File: src/hw/rtl/fd_pkg.sv
`default_nettype none

package fd_pkg;

    // field and counter widths
    localparam int TIME_W     = 32;
    localparam int CNT_W      = 33;
    localparam int SUM_W      = CNT_W + 1;
    localparam int PCT_W      = 7;
    localparam int THR_W      = 7;
    localparam int NUM_W      = CNT_W + 7;
    localparam int PCT_ITERS  = 7;
    localparam int IN_DATA_W  = 32;
    localparam int OUT_DATA_W = 8;

    // configuration port
    localparam int CFG_IDX_W  = 2;
    localparam int CFG_DATA_W = 7;

    localparam logic [CFG_IDX_W-1:0] REG_THRESHOLD = 2'd0;
    localparam logic [CFG_IDX_W-1:0] REG_LOCAL_EN  = 2'd1;
    localparam logic [CFG_IDX_W-1:0] REG_GLOBAL_EN = 2'd2;

    localparam logic [THR_W-1:0] THRESHOLD_RST = 7'd30;

    // decay window in seconds, default
    localparam int DECAY_INTERVAL_DEF = 30 * 60;

    // controller states
    typedef enum logic [3:0] {
        ST_IDLE,
        ST_SUM,
        ST_CHECK,
        ST_MUL_POS,
        ST_RCP_POS,
        ST_MUL_NEG,
        ST_RCP_NEG,
        ST_ADD,
        ST_PCT,
        ST_START_PCT,
        ST_WAIT_PCT,
        ST_EMIT
    } fd_state_t;

    // controller to datapath
    typedef struct packed {
        logic capture;
        logic sum_ld;
        logic clear;
        logic mul_ld;
        logic mul_neg;
        logic div_start;
        logic wr_pos;
        logic wr_neg;
        logic add;
        logic pct_ld;
        logic emit;
    } fd_cmd_t;

    // datapath to controller
    typedef struct packed {
        logic sum_gt_i;
        logic sum_ge_2i;
        logic sum_zero;
        logic div_busy;
        logic div_done;
        logic out_free;
    } fd_status_t;

endpackage

`default_nettype wire

File: src/hw/rtl/fd_div.sv
`default_nettype none

module fd_div #(
    parameter int NW = 40,
    parameter int DW = 34,
    parameter int QW = 12,
    localparam int IW = $clog2(QW + 1)
) (
    input  wire logic          aclk,
    input  wire logic          aresetn,
    input  wire logic          start,
    input  wire logic [IW-1:0] iters,
    input  wire logic [DW-1:0] rem_init,
    input  wire logic [NW-1:0] bits_init,
    input  wire logic [DW-1:0] den,
    output logic               busy,
    output logic               done,
    output logic [QW-1:0]      quot,
    output logic [DW-1:0]      rem
);

    logic          busy_reg, busy_next;
    logic          done_reg, done_next;
    logic [IW-1:0] cnt_reg, cnt_next;
    logic [DW-1:0] rem_reg, rem_next;
    logic [DW-1:0] den_reg, den_next;
    logic [NW-1:0] bits_reg, bits_next;
    logic [QW-1:0] quot_reg, quot_next;

    logic [DW:0]   trial;
    logic [DW:0]   trial_sub;
    logic          ge;
    logic [DW-1:0] rem_step;

    // one restoring step: bring down the next bit, subtract if it fits
    always_comb begin
        trial     = {rem_reg, bits_reg[NW-1]};
        trial_sub = trial - {1'b0, den_reg};
        ge        = trial >= {1'b0, den_reg};
        rem_step  = ge ? trial_sub[DW-1:0] : trial[DW-1:0];
    end

    // iteration control
    always_comb begin
        busy_next = busy_reg;
        done_next = 1'b0;
        cnt_next  = cnt_reg;
        rem_next  = rem_reg;
        den_next  = den_reg;
        bits_next = bits_reg;
        quot_next = quot_reg;
        if (start) begin
            busy_next = 1'b1;
            cnt_next  = iters;
            rem_next  = rem_init;
            den_next  = den;
            bits_next = bits_init;
            quot_next = '0;
        end else if (busy_reg) begin
            rem_next  = rem_step;
            bits_next = bits_reg << 1;
            quot_next = {quot_reg[QW-2:0], ge};
            cnt_next  = cnt_reg - IW'(1);
            if (cnt_reg == IW'(1)) begin
                busy_next = 1'b0;
                done_next = 1'b1;
            end
        end
    end

    always_ff @(posedge aclk) begin
        if (!aresetn) begin
            busy_reg <= 1'b0;
            done_reg <= 1'b0;
            cnt_reg  <= '0;
        end else begin
            busy_reg <= busy_next;
            done_reg <= done_next;
            cnt_reg  <= cnt_next;
        end
        rem_reg  <= rem_next;
        den_reg  <= den_next;
        bits_reg <= bits_next;
        quot_reg <= quot_next;
    end

    assign busy = busy_reg;
    assign done = done_reg;
    assign quot = quot_reg;
    assign rem  = rem_reg;

endmodule

`default_nettype wire

File: src/hw/rtl/fd_datapath.sv
`default_nettype none

module fd_datapath #(
    parameter int DECAY_INTERVAL = fd_pkg::DECAY_INTERVAL_DEF
) (
    input  wire logic                            aclk,
    input  wire logic                            aresetn,
    input  wire logic                            cfg_we,
    input  wire logic [fd_pkg::CFG_IDX_W-1:0]    cfg_index,
    input  wire logic [fd_pkg::CFG_DATA_W-1:0]   cfg_data,
    input  wire logic [fd_pkg::IN_DATA_W-1:0]    s_tdata,
    input  wire logic                            s_tuser,
    input  wire logic                            m_tready,
    output logic                                 m_tvalid,
    output logic [fd_pkg::OUT_DATA_W-1:0]        m_tdata,
    output logic                                 m_tuser,
    input  wire fd_pkg::fd_cmd_t                 cmd,
    output fd_pkg::fd_status_t                   status
);

    localparam int CW  = fd_pkg::CNT_W;
    localparam int SW  = fd_pkg::SUM_W;
    localparam int NW  = fd_pkg::NUM_W;
    localparam int PW  = fd_pkg::PCT_W;
    localparam int TW  = fd_pkg::TIME_W;
    // counters below twice the window fit in DKW bits, the decay factor in FW
    localparam int DKW = $clog2(2 * DECAY_INTERVAL);
    localparam int FW  = $clog2(DECAY_INTERVAL + 1);
    localparam int QW  = fd_pkg::PCT_ITERS;
    localparam int IW  = $clog2(QW + 1);
    // decay product width, reciprocal shift and reciprocal width
    localparam int PRW = DKW + FW;
    localparam int RK  = PRW + FW;
    localparam int RW  = PRW + 2;

    localparam logic [SW-1:0] INTERVAL     = SW'(DECAY_INTERVAL);
    localparam logic [SW-1:0] TWO_INTERVAL = SW'(2 * DECAY_INTERVAL);

    // ceil(2^RK / window): exact floor division for any product below 2^PRW
    localparam longint RECIP_L = ((longint'(1) << RK) + longint'(DECAY_INTERVAL) - 1) /
                                 longint'(DECAY_INTERVAL);
    localparam logic [RW-1:0] RECIP = RW'(RECIP_L);

    // configuration
    logic [fd_pkg::THR_W-1:0] thr_reg, thr_next;
    logic                     local_en_reg, local_en_next;
    logic                     global_en_reg, global_en_next;

    // check state and working registers
    logic          seen_reg, seen_next;
    logic [TW-1:0] last_reg, last_next;
    logic          chg_reg, chg_next;
    logic [CW-1:0] diff_reg, diff_next;
    logic [CW-1:0] pos_reg, pos_next;
    logic [CW-1:0] neg_reg, neg_next;
    logic [SW-1:0] sum_reg, sum_next;
    logic [NW-1:0] num_reg, num_next;

    // result register
    logic          out_valid_reg, out_valid_next;
    logic          out_flap_reg, out_flap_next;
    logic [PW-1:0] out_pct_reg, out_pct_next;

    logic [DKW-1:0]    mul_a;
    logic [FW-1:0]     factor;
    logic [SW-1:0]     factor_full;
    logic [PRW-1:0]    prod_raw;
    logic [PRW+RW-1:0] rcp_prod;
    logic [DKW-1:0]    dec_q;
    logic [NW-1:0]     pos_ext;
    logic [NW-1:0]     hund;
    logic [CW+1:0]     add_full;
    logic [CW-1:0]     add_sel;
    logic [CW-1:0]     add_res;
    logic [SW-1:0]     cnt_sum;

    logic          div_busy;
    logic          div_done;
    logic [QW-1:0] div_quot;
    logic [SW-1:0] div_rem;
    logic [IW-1:0] div_iters;
    logic [SW-1:0] div_rem_init;
    logic [NW-1:0] div_bits_init;
    logic [SW-1:0] div_den;

    logic          out_free;
    logic [PW-1:0] pct_val;
    logic          flap_val;

    // configuration writes, unknown index ignored
    always_comb begin
        thr_next       = thr_reg;
        local_en_next  = local_en_reg;
        global_en_next = global_en_reg;
        if (cfg_we) begin
            unique case (cfg_index)
                fd_pkg::REG_THRESHOLD: thr_next       = cfg_data;
                fd_pkg::REG_LOCAL_EN:  local_en_next  = cfg_data[0];
                fd_pkg::REG_GLOBAL_EN: global_en_next = cfg_data[0];
                default: ;
            endcase
        end
    end

    // decay product: counter times (2I - S)
    always_comb begin
        factor_full = TWO_INTERVAL - sum_reg;
        factor      = factor_full[FW-1:0];
        mul_a       = cmd.mul_neg ? neg_reg[DKW-1:0] : pos_reg[DKW-1:0];
        prod_raw    = mul_a * factor;
    end

    // decay product over the window by reciprocal multiplication
    always_comb begin
        rcp_prod = num_reg[PRW-1:0] * RECIP;
        dec_q    = rcp_prod[RK+DKW-1:RK];
    end

    // 100 * positive counter as shift and add
    always_comb begin
        pos_ext = {{(NW - CW){1'b0}}, pos_reg};
        hund    = (pos_ext << 6) + (pos_ext << 5) + (pos_ext << 2);
        cnt_sum = {1'b0, pos_reg} + {1'b0, neg_reg};
    end

    // signed elapsed time into the chosen counter, clamped to counter range
    always_comb begin
        add_sel  = chg_reg ? pos_reg : neg_reg;
        add_full = {2'b00, add_sel} + {{2{diff_reg[CW-1]}}, diff_reg};
        if (add_full[CW+1]) begin
            add_res = '0;
        end else if (add_full[CW]) begin
            add_res = '1;
        end else begin
            add_res = add_full[CW-1:0];
        end
    end

    // working register updates
    always_comb begin
        seen_next = seen_reg;
        last_next = last_reg;
        chg_next  = chg_reg;
        diff_next = diff_reg;
        pos_next  = pos_reg;
        neg_next  = neg_reg;
        sum_next  = sum_reg;
        num_next  = num_reg;
        if (cmd.capture) begin
            seen_next = 1'b1;
            last_next = s_tdata[TW-1:0];
            chg_next  = s_tuser;
            diff_next = seen_reg ? ({1'b0, s_tdata[TW-1:0]} - {1'b0, last_reg}) : '0;
        end
        if (cmd.sum_ld) begin
            sum_next = cnt_sum;
        end
        if (cmd.clear) begin
            pos_next = '0;
            neg_next = '0;
        end
        if (cmd.mul_ld) begin
            num_next = NW'(prod_raw);
        end
        if (cmd.pct_ld) begin
            num_next = hund;
        end
        if (cmd.wr_pos) begin
            pos_next = {{(CW - DKW){1'b0}}, dec_q};
        end
        if (cmd.wr_neg) begin
            neg_next = {{(CW - DKW){1'b0}}, dec_q};
        end
        if (cmd.add) begin
            if (chg_reg) begin
                pos_next = add_res;
            end else begin
                neg_next = add_res;
            end
        end
    end

    // divider operands: the percentage fits 7 bits, so start part way in
    always_comb begin
        div_iters     = IW'(fd_pkg::PCT_ITERS);
        div_rem_init  = SW'(num_reg >> fd_pkg::PCT_ITERS);
        div_bits_init = num_reg << (NW - fd_pkg::PCT_ITERS);
        div_den       = sum_reg;
    end

    fd_div #(
        .NW(NW),
        .DW(SW),
        .QW(QW)
    ) u_div (
        .aclk      (aclk),
        .aresetn   (aresetn),
        .start     (cmd.div_start),
        .iters     (div_iters),
        .rem_init  (div_rem_init),
        .bits_init (div_bits_init),
        .den       (div_den),
        .busy      (div_busy),
        .done      (div_done),
        .quot      (div_quot),
        .rem       (div_rem)
    );

    // percentage and flapping flag from quotient and remainder
    always_comb begin
        if (sum_reg == '0) begin
            pct_val  = '0;
            flap_val = 1'b0;
        end else begin
            pct_val  = div_quot[PW-1:0];
            flap_val = local_en_reg && global_en_reg &&
                       ((pct_val > thr_reg) ||
                        ((pct_val == thr_reg) && (div_rem != '0)));
        end
    end

    // result register
    always_comb begin
        out_free       = !out_valid_reg || m_tready;
        out_valid_next = out_valid_reg;
        out_flap_next  = out_flap_reg;
        out_pct_next   = out_pct_reg;
        if (cmd.emit) begin
            out_valid_next = 1'b1;
            out_flap_next  = flap_val;
            out_pct_next   = pct_val;
        end else if (m_tready) begin
            out_valid_next = 1'b0;
        end
    end

    always_ff @(posedge aclk) begin
        if (!aresetn) begin
            thr_reg       <= fd_pkg::THRESHOLD_RST;
            local_en_reg  <= 1'b1;
            global_en_reg <= 1'b1;
            seen_reg      <= 1'b0;
            last_reg      <= '0;
            pos_reg       <= '0;
            neg_reg       <= '0;
            out_valid_reg <= 1'b0;
        end else begin
            thr_reg       <= thr_next;
            local_en_reg  <= local_en_next;
            global_en_reg <= global_en_next;
            seen_reg      <= seen_next;
            last_reg      <= last_next;
            pos_reg       <= pos_next;
            neg_reg       <= neg_next;
            out_valid_reg <= out_valid_next;
        end
        chg_reg      <= chg_next;
        diff_reg     <= diff_next;
        sum_reg      <= sum_next;
        num_reg      <= num_next;
        out_flap_reg <= out_flap_next;
        out_pct_reg  <= out_pct_next;
    end

    // status back to the controller
    always_comb begin
        status.sum_gt_i  = sum_reg > INTERVAL;
        status.sum_ge_2i = sum_reg >= TWO_INTERVAL;
        status.sum_zero  = sum_reg == '0;
        status.div_busy  = div_busy;
        status.div_done  = div_done;
        status.out_free  = out_free;
    end

    assign m_tvalid = out_valid_reg;
    assign m_tdata  = {{(fd_pkg::OUT_DATA_W - PW){1'b0}}, out_pct_reg};
    assign m_tuser  = out_flap_reg;

endmodule

`default_nettype wire

File: src/hw/rtl/fd_ctrl.sv
`default_nettype none

module fd_ctrl (
    input  wire logic               aclk,
    input  wire logic               aresetn,
    input  wire logic               s_tvalid,
    output logic                    s_tready,
    input  wire fd_pkg::fd_status_t status,
    output fd_pkg::fd_cmd_t         cmd
);

    fd_pkg::fd_state_t state_reg, state_next;

    always_ff @(posedge aclk) begin
        if (!aresetn) begin
            state_reg <= fd_pkg::ST_IDLE;
        end else begin
            state_reg <= state_next;
        end
    end

    // sequencing of one check beat
    always_comb begin
        state_next = state_reg;
        cmd        = '0;
        s_tready   = 1'b0;
        unique case (state_reg)
            fd_pkg::ST_IDLE: begin
                s_tready = 1'b1;
                if (s_tvalid) begin
                    cmd.capture = 1'b1;
                    state_next  = fd_pkg::ST_SUM;
                end
            end
            fd_pkg::ST_SUM: begin
                cmd.sum_ld = 1'b1;
                state_next = fd_pkg::ST_CHECK;
            end
            fd_pkg::ST_CHECK: begin
                if (status.sum_ge_2i) begin
                    cmd.clear  = 1'b1;
                    state_next = fd_pkg::ST_ADD;
                end else if (status.sum_gt_i) begin
                    state_next = fd_pkg::ST_MUL_POS;
                end else begin
                    state_next = fd_pkg::ST_ADD;
                end
            end
            fd_pkg::ST_MUL_POS: begin
                cmd.mul_ld = 1'b1;
                state_next = fd_pkg::ST_RCP_POS;
            end
            fd_pkg::ST_RCP_POS: begin
                cmd.wr_pos = 1'b1;
                state_next = fd_pkg::ST_MUL_NEG;
            end
            fd_pkg::ST_MUL_NEG: begin
                cmd.mul_ld  = 1'b1;
                cmd.mul_neg = 1'b1;
                state_next  = fd_pkg::ST_RCP_NEG;
            end
            fd_pkg::ST_RCP_NEG: begin
                cmd.wr_neg = 1'b1;
                state_next = fd_pkg::ST_ADD;
            end
            fd_pkg::ST_ADD: begin
                cmd.add    = 1'b1;
                state_next = fd_pkg::ST_PCT;
            end
            fd_pkg::ST_PCT: begin
                cmd.sum_ld = 1'b1;
                cmd.pct_ld = 1'b1;
                state_next = fd_pkg::ST_START_PCT;
            end
            fd_pkg::ST_START_PCT: begin
                // empty window: no division needed
                if (status.sum_zero) begin
                    state_next = fd_pkg::ST_EMIT;
                end else begin
                    cmd.div_start = 1'b1;
                    state_next    = fd_pkg::ST_WAIT_PCT;
                end
            end
            fd_pkg::ST_WAIT_PCT: begin
                if (status.div_done) begin
                    state_next = fd_pkg::ST_EMIT;
                end
            end
            fd_pkg::ST_EMIT: begin
                if (status.out_free) begin
                    cmd.emit   = 1'b1;
                    state_next = fd_pkg::ST_IDLE;
                end
            end
            default: begin
                state_next = fd_pkg::ST_IDLE;
            end
        endcase
    end

    // divider is never restarted while it runs
    a_start_idle_div: assert property (@(posedge aclk) disable iff (!aresetn)
        cmd.div_start |-> !status.div_busy)
        else $error("divider started while busy");

    // a result is loaded only into a free output register
    a_emit_free: assert property (@(posedge aclk) disable iff (!aresetn)
        cmd.emit |-> status.out_free)
        else $error("result loaded over a waiting beat");

    // the sequence leaves idle only on an input beat
    a_idle_hold: assert property (@(posedge aclk) disable iff (!aresetn)
        (state_reg == fd_pkg::ST_IDLE && !s_tvalid) |=> state_reg == fd_pkg::ST_IDLE)
        else $error("left idle without input beat");

    // divider completion only seen while waiting for the percentage
    a_done_in_wait: assert property (@(posedge aclk) disable iff (!aresetn)
        status.div_done |-> state_reg == fd_pkg::ST_WAIT_PCT)
        else $error("divider done outside the wait state");

endmodule

`default_nettype wire

File: src/hw/rtl/flap_detector_top.sv
// Flapping detector over time-weighted change and steady second counters.
//
// Input stream: one beat per check result. s_tdata[31:0] is the check time
// in seconds, s_tuser[0] is set when the checked state changed.
// Output stream: one beat per input beat. m_tdata[6:0] is the change
// percentage, m_tuser[0] is the flapping flag.
// Configuration: cfg_we writes cfg_data into register cfg_index (0 threshold
// percentage, 1 local enable, 2 global enable) at the same edge.
//
// Output valid rises once the beat has passed the sum, check and add steps,
// the percentage load and the 7-step bit-serial percentage divide. A decay
// of the counters adds one multiply and one reciprocal multiply per
// counter; when both counters end at zero the divide is skipped. One item
// is in flight at a time and the next beat is taken in the cycle after its
// result enters the output register, so a ready receiver gets one result
// per input beat.
// Reset restores the registers to threshold 30 with both enables set and
// clears the history. A stalled receiver holds the result in the output
// register; a new beat is still accepted and processed, then waits for it.
`default_nettype none

module flap_detector_top #(
    parameter int DECAY_INTERVAL = fd_pkg::DECAY_INTERVAL_DEF
) (
    input  wire logic                          aclk,
    input  wire logic                          aresetn,
    // configuration
    input  wire logic                          cfg_we,
    input  wire logic [fd_pkg::CFG_IDX_W-1:0]  cfg_index,
    input  wire logic [fd_pkg::CFG_DATA_W-1:0] cfg_data,
    // input beats
    input  wire logic                          s_tvalid,
    output logic                               s_tready,
    input  wire logic [fd_pkg::IN_DATA_W-1:0]  s_tdata,   // [31:0] now_seconds
    input  wire logic                          s_tuser,   // [0] state_change
    // result beats
    output logic                               m_tvalid,
    input  wire logic                          m_tready,
    output logic [fd_pkg::OUT_DATA_W-1:0]      m_tdata,   // [6:0] change_pct, [7] zero
    output logic                               m_tuser    // [0] flapping
);

    fd_pkg::fd_cmd_t    cmd;
    fd_pkg::fd_status_t status;

    // sequencer
    fd_ctrl u_ctrl (
        .aclk     (aclk),
        .aresetn  (aresetn),
        .s_tvalid (s_tvalid),
        .s_tready (s_tready),
        .status   (status),
        .cmd      (cmd)
    );

    // counters, divider and result register
    fd_datapath #(
        .DECAY_INTERVAL(DECAY_INTERVAL)
    ) u_datapath (
        .aclk      (aclk),
        .aresetn   (aresetn),
        .cfg_we    (cfg_we),
        .cfg_index (cfg_index),
        .cfg_data  (cfg_data),
        .s_tdata   (s_tdata),
        .s_tuser   (s_tuser),
        .m_tready  (m_tready),
        .m_tvalid  (m_tvalid),
        .m_tdata   (m_tdata),
        .m_tuser   (m_tuser),
        .cmd       (cmd),
        .status    (status)
    );

endmodule

`default_nettype wire
File: config.mk
export PLATFORM = sky130hd
export DESIGN_NAME = flap_detector_top
export DESIGN_NICKNAME = d
export VERILOG_FILES = /design/src/hw/rtl/fd_pkg.sv /design/src/hw/rtl/fd_div.sv /design/src/hw/rtl/fd_datapath.sv /design/src/hw/rtl/fd_ctrl.sv /design/src/hw/rtl/flap_detector_top.sv
export SDC_FILE = /design/constraint.sdc
export NUM_CORES = 2
export LEC_CHECK = 0
export ABC_AREA = 1
export BUFFER_PORTS_ARGS = -buffer_cell sky130_fd_sc_hd__buf_2
export CORE_ASPECT_RATIO = 0.8
export CORE_MARGIN = 4
export CORE_UTILIZATION = 46
export DETAILED_ROUTE_END_ITERATION = 16
export HOLD_SLACK_MARGIN = 0.05
export SLEW_MARGIN = 20
export SYNTH_ARGS = -nofsm -noshare
export SYNTH_HDL_FRONTEND = slang
export SYNTH_SLANG_ARGS = --single-unit
File: constraint.sdc
create_clock -name aclk -period 6.9 [get_ports aclk]
set_clock_uncertainty 0.15 [all_clocks]
set_input_delay 0.69 -clock aclk [delete_from_list [all_inputs] [get_ports aclk]]
set_output_delay 0.69 -clock aclk [all_outputs]
set_load 0.005 [all_outputs]
======== Yosys cells after proc, flatten, opt, wreduce, memory -nomap -nowiden ========
Index checks and enable logic that the tools add are counted.
cells by class
  multiplexer cells ....................... 50
  $add $sub $neg .......................... 8
  $lt $le $gt $ge ......................... 4
  bitwise logic cells ..................... 2
  reduce and logical (&&, ||, !) cells .... 20
  equality and inequality tests ........... 18
  $mul .................................... 2
operators with widths
  operator                  count
  $mux W33                  13
  $mux W40                  4
  $pmux W4 S12              1
  $mul A23 B22 Y44 const B  1
  $add A39 B38 Y40          1
  $add A40 B35 Y40          1
  $add A34 B33 Y35          1
  $ge A35 B34 Y1            1
  $add A33 B33 Y34          1
  $ge A34 B12 Y1 const B    1
  $gt A34 B11 Y1 const B    1
  $logic_not A34 Y1         1
  $mux W34                  1
  $reduce_bool A34 Y1       1
  $sub A34 B34 Y34          1
  $sub A32 B32 Y33          1
  $mul A12 B11 Y23          1
  $mux W1                   23
  $eq A4 B3 Y1 const B      4
  $eq A4 B4 Y1 const B      4
  $mux W12                  1
  $mux W3                   4
  $mux W4                   3
  $sub A11 B11 Y11 const A  1
  other kinds (21)          32
word-level totals
  output and inout port bits .............. 11
  logic and storage cells ................. 127
  register bits ........................... 316

======== Depth between registers and ports, before layout ========
  depth after elaboration ................. 7
  depth in mapped cells ................... 31
  gate-level depth less buffers ........... 31

======== By module ========
Synthesis repeated with hierarchy kept, for this count alone.
second synthesis, totals
  cells, all modules ...................... 5242
  area total of the unflattened synthesis .. 38874.8 sq um
modules (own cells, without submodules)
  module       instances  sequential area each (sq um)  cells an instance  area an instance (sq um)
  fd_datapath  1          5665.4                        4126               30701.9
  fd_div       1          3483.3                        1053               7811.2
  fd_ctrl      1          80.1                          63                 361.6

======== Least setup slack after synthesis ========
No wires, ideal clock.
  kind .................................... register to register
  start point ............................. reg u_datapath.sum_reg[0], in the netlist u_datapath.div_den[0]
  end point ............................... reg u_datapath.num_reg[22], data pin
  setup slack ............................. 0.459 ns
  clock period less this slack ............ 6.441 ns
  library setup time ...................... 0.256 ns
  data arrival time ....................... 6.036 ns
  cell stages (with the launch flop) ...... 27
  data required time ...................... 6.494 ns
  cells stage by stage .................... edfxtp_1 inv_1 clkbuf_1 ha_1 nand2_1 a21oi_1 nand4_1 nand2_1 xor2_1 inv_1 nor2_1 fa_1 fa_1 fa_1 fa_1 inv_1 fa_1 inv_1 ha_1 nand2_1 nor2_1 and2_1 o21ai_0 nand3_1 or2_2 nand3_1 nand2_1
on the way
  cells in the longest elaborated chain, start to end .. 4
ends and longest elaborated chain
  element                            RTL line            RTL
  from (decl)                        fd_datapath.sv:56   logic [SW-1:0] sum_reg, sum_next;
  from (signal assigned)             fd_datapath.sv:259  sum_reg <= sum_next;
  $sub A11 B11 Y11                   fd_datapath.sv:107  factor_full = TWO_INTERVAL - sum_reg;
  $mul A12 B11 Y23                   fd_datapath.sv:110  prod_raw = mul_a * factor;
  $mux W40                           fd_datapath.sv:162  if (cmd.mul_ld) begin
  $mux W40                           fd_datapath.sv:165  if (cmd.pct_ld) begin
  named net u_datapath.num_next[22]  fd_datapath.sv:57   logic [NW-1:0] num_reg, num_next;
  to (signal assigned)               fd_datapath.sv:260  num_reg <= num_next;
  to (decl)                          fd_datapath.sv:57
The timed path passes the listed nets, and every way through them passes these cells. The select of a mux whose other input is x is not followed.
A chain may end at the register's enable or synchronous reset.

======== Worst setup path after layout ========
  start point ............................. reg u_datapath.sum_reg[2], in the netlist u_datapath.div_den[2]
  end point ............................... reg u_datapath.num_reg[22], data pin
The elaborated chain is that of the path after synthesis.

==> flow_summary.toml <==
[floorplan]
io_pins = 58
rows = 93
core_area_mm2 = 0.0806
chipHeight_um = 263
die_area_mm2 = 0.0861
die_w_um = 327
initial_utilization = 0.464

[timing]
worst_pin_slew_ns = 1.13
slew_viol_final = 0
maxSlewHeadroom = 0.245
final-hold-violation-count = 0
setup-violations-final = 0
max_clock_freq_mhz = 153
timing.final.crit_share = 0.945
finalCriticalPeriod_ns = 6.52
hold_slack_ns = 0.126

[cts]
clock_insertion_delay_worst_skew_ns = 0.59
cts_tree = "done"
number_of_cts_inserted_buffers = 39
h_tree_levels = 2
clock_tree.buffer_depth = 3
clk_pin_slew_ns = 0.06
cts.root.buffer_cell = "sky130_fd_sc_hd__clkbuf_16"
tritoncts_num_sinks = 316
number_of_hold_buffers_added_after_cts = 0

[global_route]
grt_pass1_vias = 31507
initial_antenna_violation_count = 3
grt_pass1_wl_um = 188000
pin_count_of_the_biggest_net_entering_global_routing = 67
overflow = 0
grt_usage = 0.279

[detailed_routing]
drtIter0Drc = 3248
firstDrtPassIters = 6
wl_um = 121000
wire_per_inst_um = 19.1
detailroute.via_count = 33707
route.detailed.vias_per_inst = 5.33
postRouteAntennaNets = 0
drc = 0

[synthesis]
synthMostInstantiatedCell = "sky130_fd_sc_hd__nand2_1"
synth_area_per_cell_um2 = 7.31
synth-seq-cells = 316
combined_area_of_all_synthesized_cells_mm2 = 0.0375
ys_async_sr_fraction = 0
number_of_enable_type_register_cells_in_the_synthesized_netlist = 190
yosys.area.top_type = "sky130_fd_sc_hd__ha_1"
synth.yosys.seq_area_share = 0.220
ys.warnings.count = 0
yosys_most_used_dff = "sky130_fd_sc_hd__edfxtp_1"
synth.distinct_cells = 59
synth.net_count = 5904
synthTopCellsByArea = "sky130_fd_sc_hd__ha_1 (16%), sky130_fd_sc_hd__edfxtp_1 (15%), sky130_fd_sc_hd__fa_1 (14%), sky130_fd_sc_hd__nand2_1 (12%), sky130_fd_sc_hd__inv_1 (9.3%)"
yosys.area.top_type_share = 0.157
post_synth_inst_count = 5122
synth_commonest_cells = "sky130_fd_sc_hd__nand2_1 (1213), sky130_fd_sc_hd__inv_1 (931), sky130_fd_sc_hd__nor2_1 (485), sky130_fd_sc_hd__ha_1 (469), sky130_fd_sc_hd__a21oi_1 (410)"

[setup_path]
crit_family = "adder cells"
crit_arrival_ns = 6.70
worst-setup-path-type = "reg2reg"
crit_buf_inv = 6
endpoint_kind = "flip-flop"
cp_common_cell = "sky130_fd_sc_hd__inv_1"
critPathRequiredTime_ns = 7.09
highest_net_fanout_along_the_worst_path = 7
timing.critical_path.from_type = "flip-flop"
slowest_delay_ns = 0.58
critPathSlowestCell = "sky130_fd_sc_hd__fa_1"

[final_layout]
multiInputGateArea_mm2 = 0.0253
largest_register_ff_count = 40
fillCellCount = 8236
diodes_inserted = 0
final_layout_size_suffix_gt1_frac = 0.0495
regArea_mm2 = 0.00823
stdcell_count = 6322
finalNetCount = 5981
syn2layout_area_growth_pct = 8.22

[placed_design]
dp_hpwl_um = 101000
port_buffers = 56
dp_cells = 6249
finalWeightedCongestion = 0.989

[hold_path]
min_path_type = "in2reg"

[status]
status = "finished, final reports clean"

[flow_run]
timing.max_cap.violations = 0
## cells in the final DEF (no fill, tap or decap), drive strengths merged, types with 5 or more instances in the layout
master and n:
xnor2 27, o21bai 29, nor2 494, and2 8
edfxtp 190, buf 120, o21ai 253, nand3b 11
clkbuf 54, nand3 264, fa 266, inv 942
nor3 44, o21a 12, ha 469, clkinv 16
xor2 58, o211ai 13, dfxtp 126, nor4 22
or2 16, nand4 45, nand2 1233, o31ai 5
a31oi 40, a21o 25, a21boi 8, a21oi 414
## worst reg2reg max path, stage by stage (launching register included)
cell                       delay (ns)
sky130_fd_sc_hd__edfxtp_1        0.44
sky130_fd_sc_hd__nor2_1          0.15
sky130_fd_sc_hd__nand3_1         0.11
sky130_fd_sc_hd__nand2_1         0.07
sky130_fd_sc_hd__inv_1           0.05
sky130_fd_sc_hd__nor2_1          0.08
sky130_fd_sc_hd__inv_1           0.06
sky130_fd_sc_hd__nor2_1          0.09
sky130_fd_sc_hd__inv_1           0.06
sky130_fd_sc_hd__nor2_1          0.11
sky130_fd_sc_hd__xor2_1          0.28
sky130_fd_sc_hd__inv_1           0.20
sky130_fd_sc_hd__nor2_1          0.17
sky130_fd_sc_hd__fa_1            0.49
sky130_fd_sc_hd__fa_1            0.54
sky130_fd_sc_hd__fa_1            0.53
sky130_fd_sc_hd__fa_1            0.58
sky130_fd_sc_hd__inv_1           0.07
sky130_fd_sc_hd__fa_1            0.53
sky130_fd_sc_hd__inv_1           0.04
sky130_fd_sc_hd__ha_1            0.34
sky130_fd_sc_hd__a21oi_1         0.23
sky130_fd_sc_hd__o21ai_0         0.19
sky130_fd_sc_hd__o21ai_1         0.20
sky130_fd_sc_hd__nand3_1         0.12
sky130_fd_sc_hd__or2_2           0.29
sky130_fd_sc_hd__nand3_1         0.07
sky130_fd_sc_hd__nand2_1         0.07
## cell type report
class | count | share of cell area
well taps | 1092 | 0.0337
multi-input cells | 3777 | 0.624
clock buffers | 54 | 0.0285
inverters | 945 | 0.0875
flip-flops and latches | 316 | 0.203
clock inverters | 18 | 0.00420
repair buffers | 120 | 0.0188
## path summary, 6_finish.rpt
path                      startpoint                      end  slack, ns  cells after the start
max            u_datapath.div_den[2]   u_datapath.num_reg[22]       0.38                     27
min                          s_tuser       u_datapath.chg_reg       0.13                      1
max reg2reg    u_datapath.div_den[2]   u_datapath.num_reg[22]       0.38                     27
min reg2reg  u_datapath.last_reg[31]  u_datapath.last_reg[31]       0.31                      2
## through the flow
step	area, um2	utilization	setup slack, ns	setup TNS, ns
finish	40500	0.503	0.382	0
global route	40500	0.503	-0.00438	-0.00438
CTS	40500	0.502	0.209	0
detailed placement	39200	0.486	0.217	0
global placement	39200	0.486	0.330	0
floorplan	37500	-	0.459	0
## kinds of logic after synthesis
family                     Yosys count  share of synthesized area
AOI/OAI and AO/OA                  816                      0.119
xor gates and xnor gates            85                     0.0199
adders and majority gates          735                      0.299
buffers and inverters             1029                      0.106
DFF                                316                      0.220
other                                1                   0.000100
and+or+nand+nor                   2140                      0.236
## per-layer routing
| layer | GRT usage | routed length (um) | vias up |
|---|---|---|---|
| met3 | 0.0589 | 10500 | 132 |
| met4 | 0.0536 | 2380 | 4 |
| met2 | 0.400 | 48600 | 1104 |
| met5 | 0 | 32 | - |
| met1 | 0.431 | 59300 | 15797 |
| li1 | - | - | 16670 |
## repair_timing
action                     CTS  global route
setup endpoints to repair    0             7
resized for setup            0             5
setup buffers                0             1
Power is left out: the tool's default activity adds up to more than one toggle a clock period on the data nets, which glitch-free logic cannot reach.
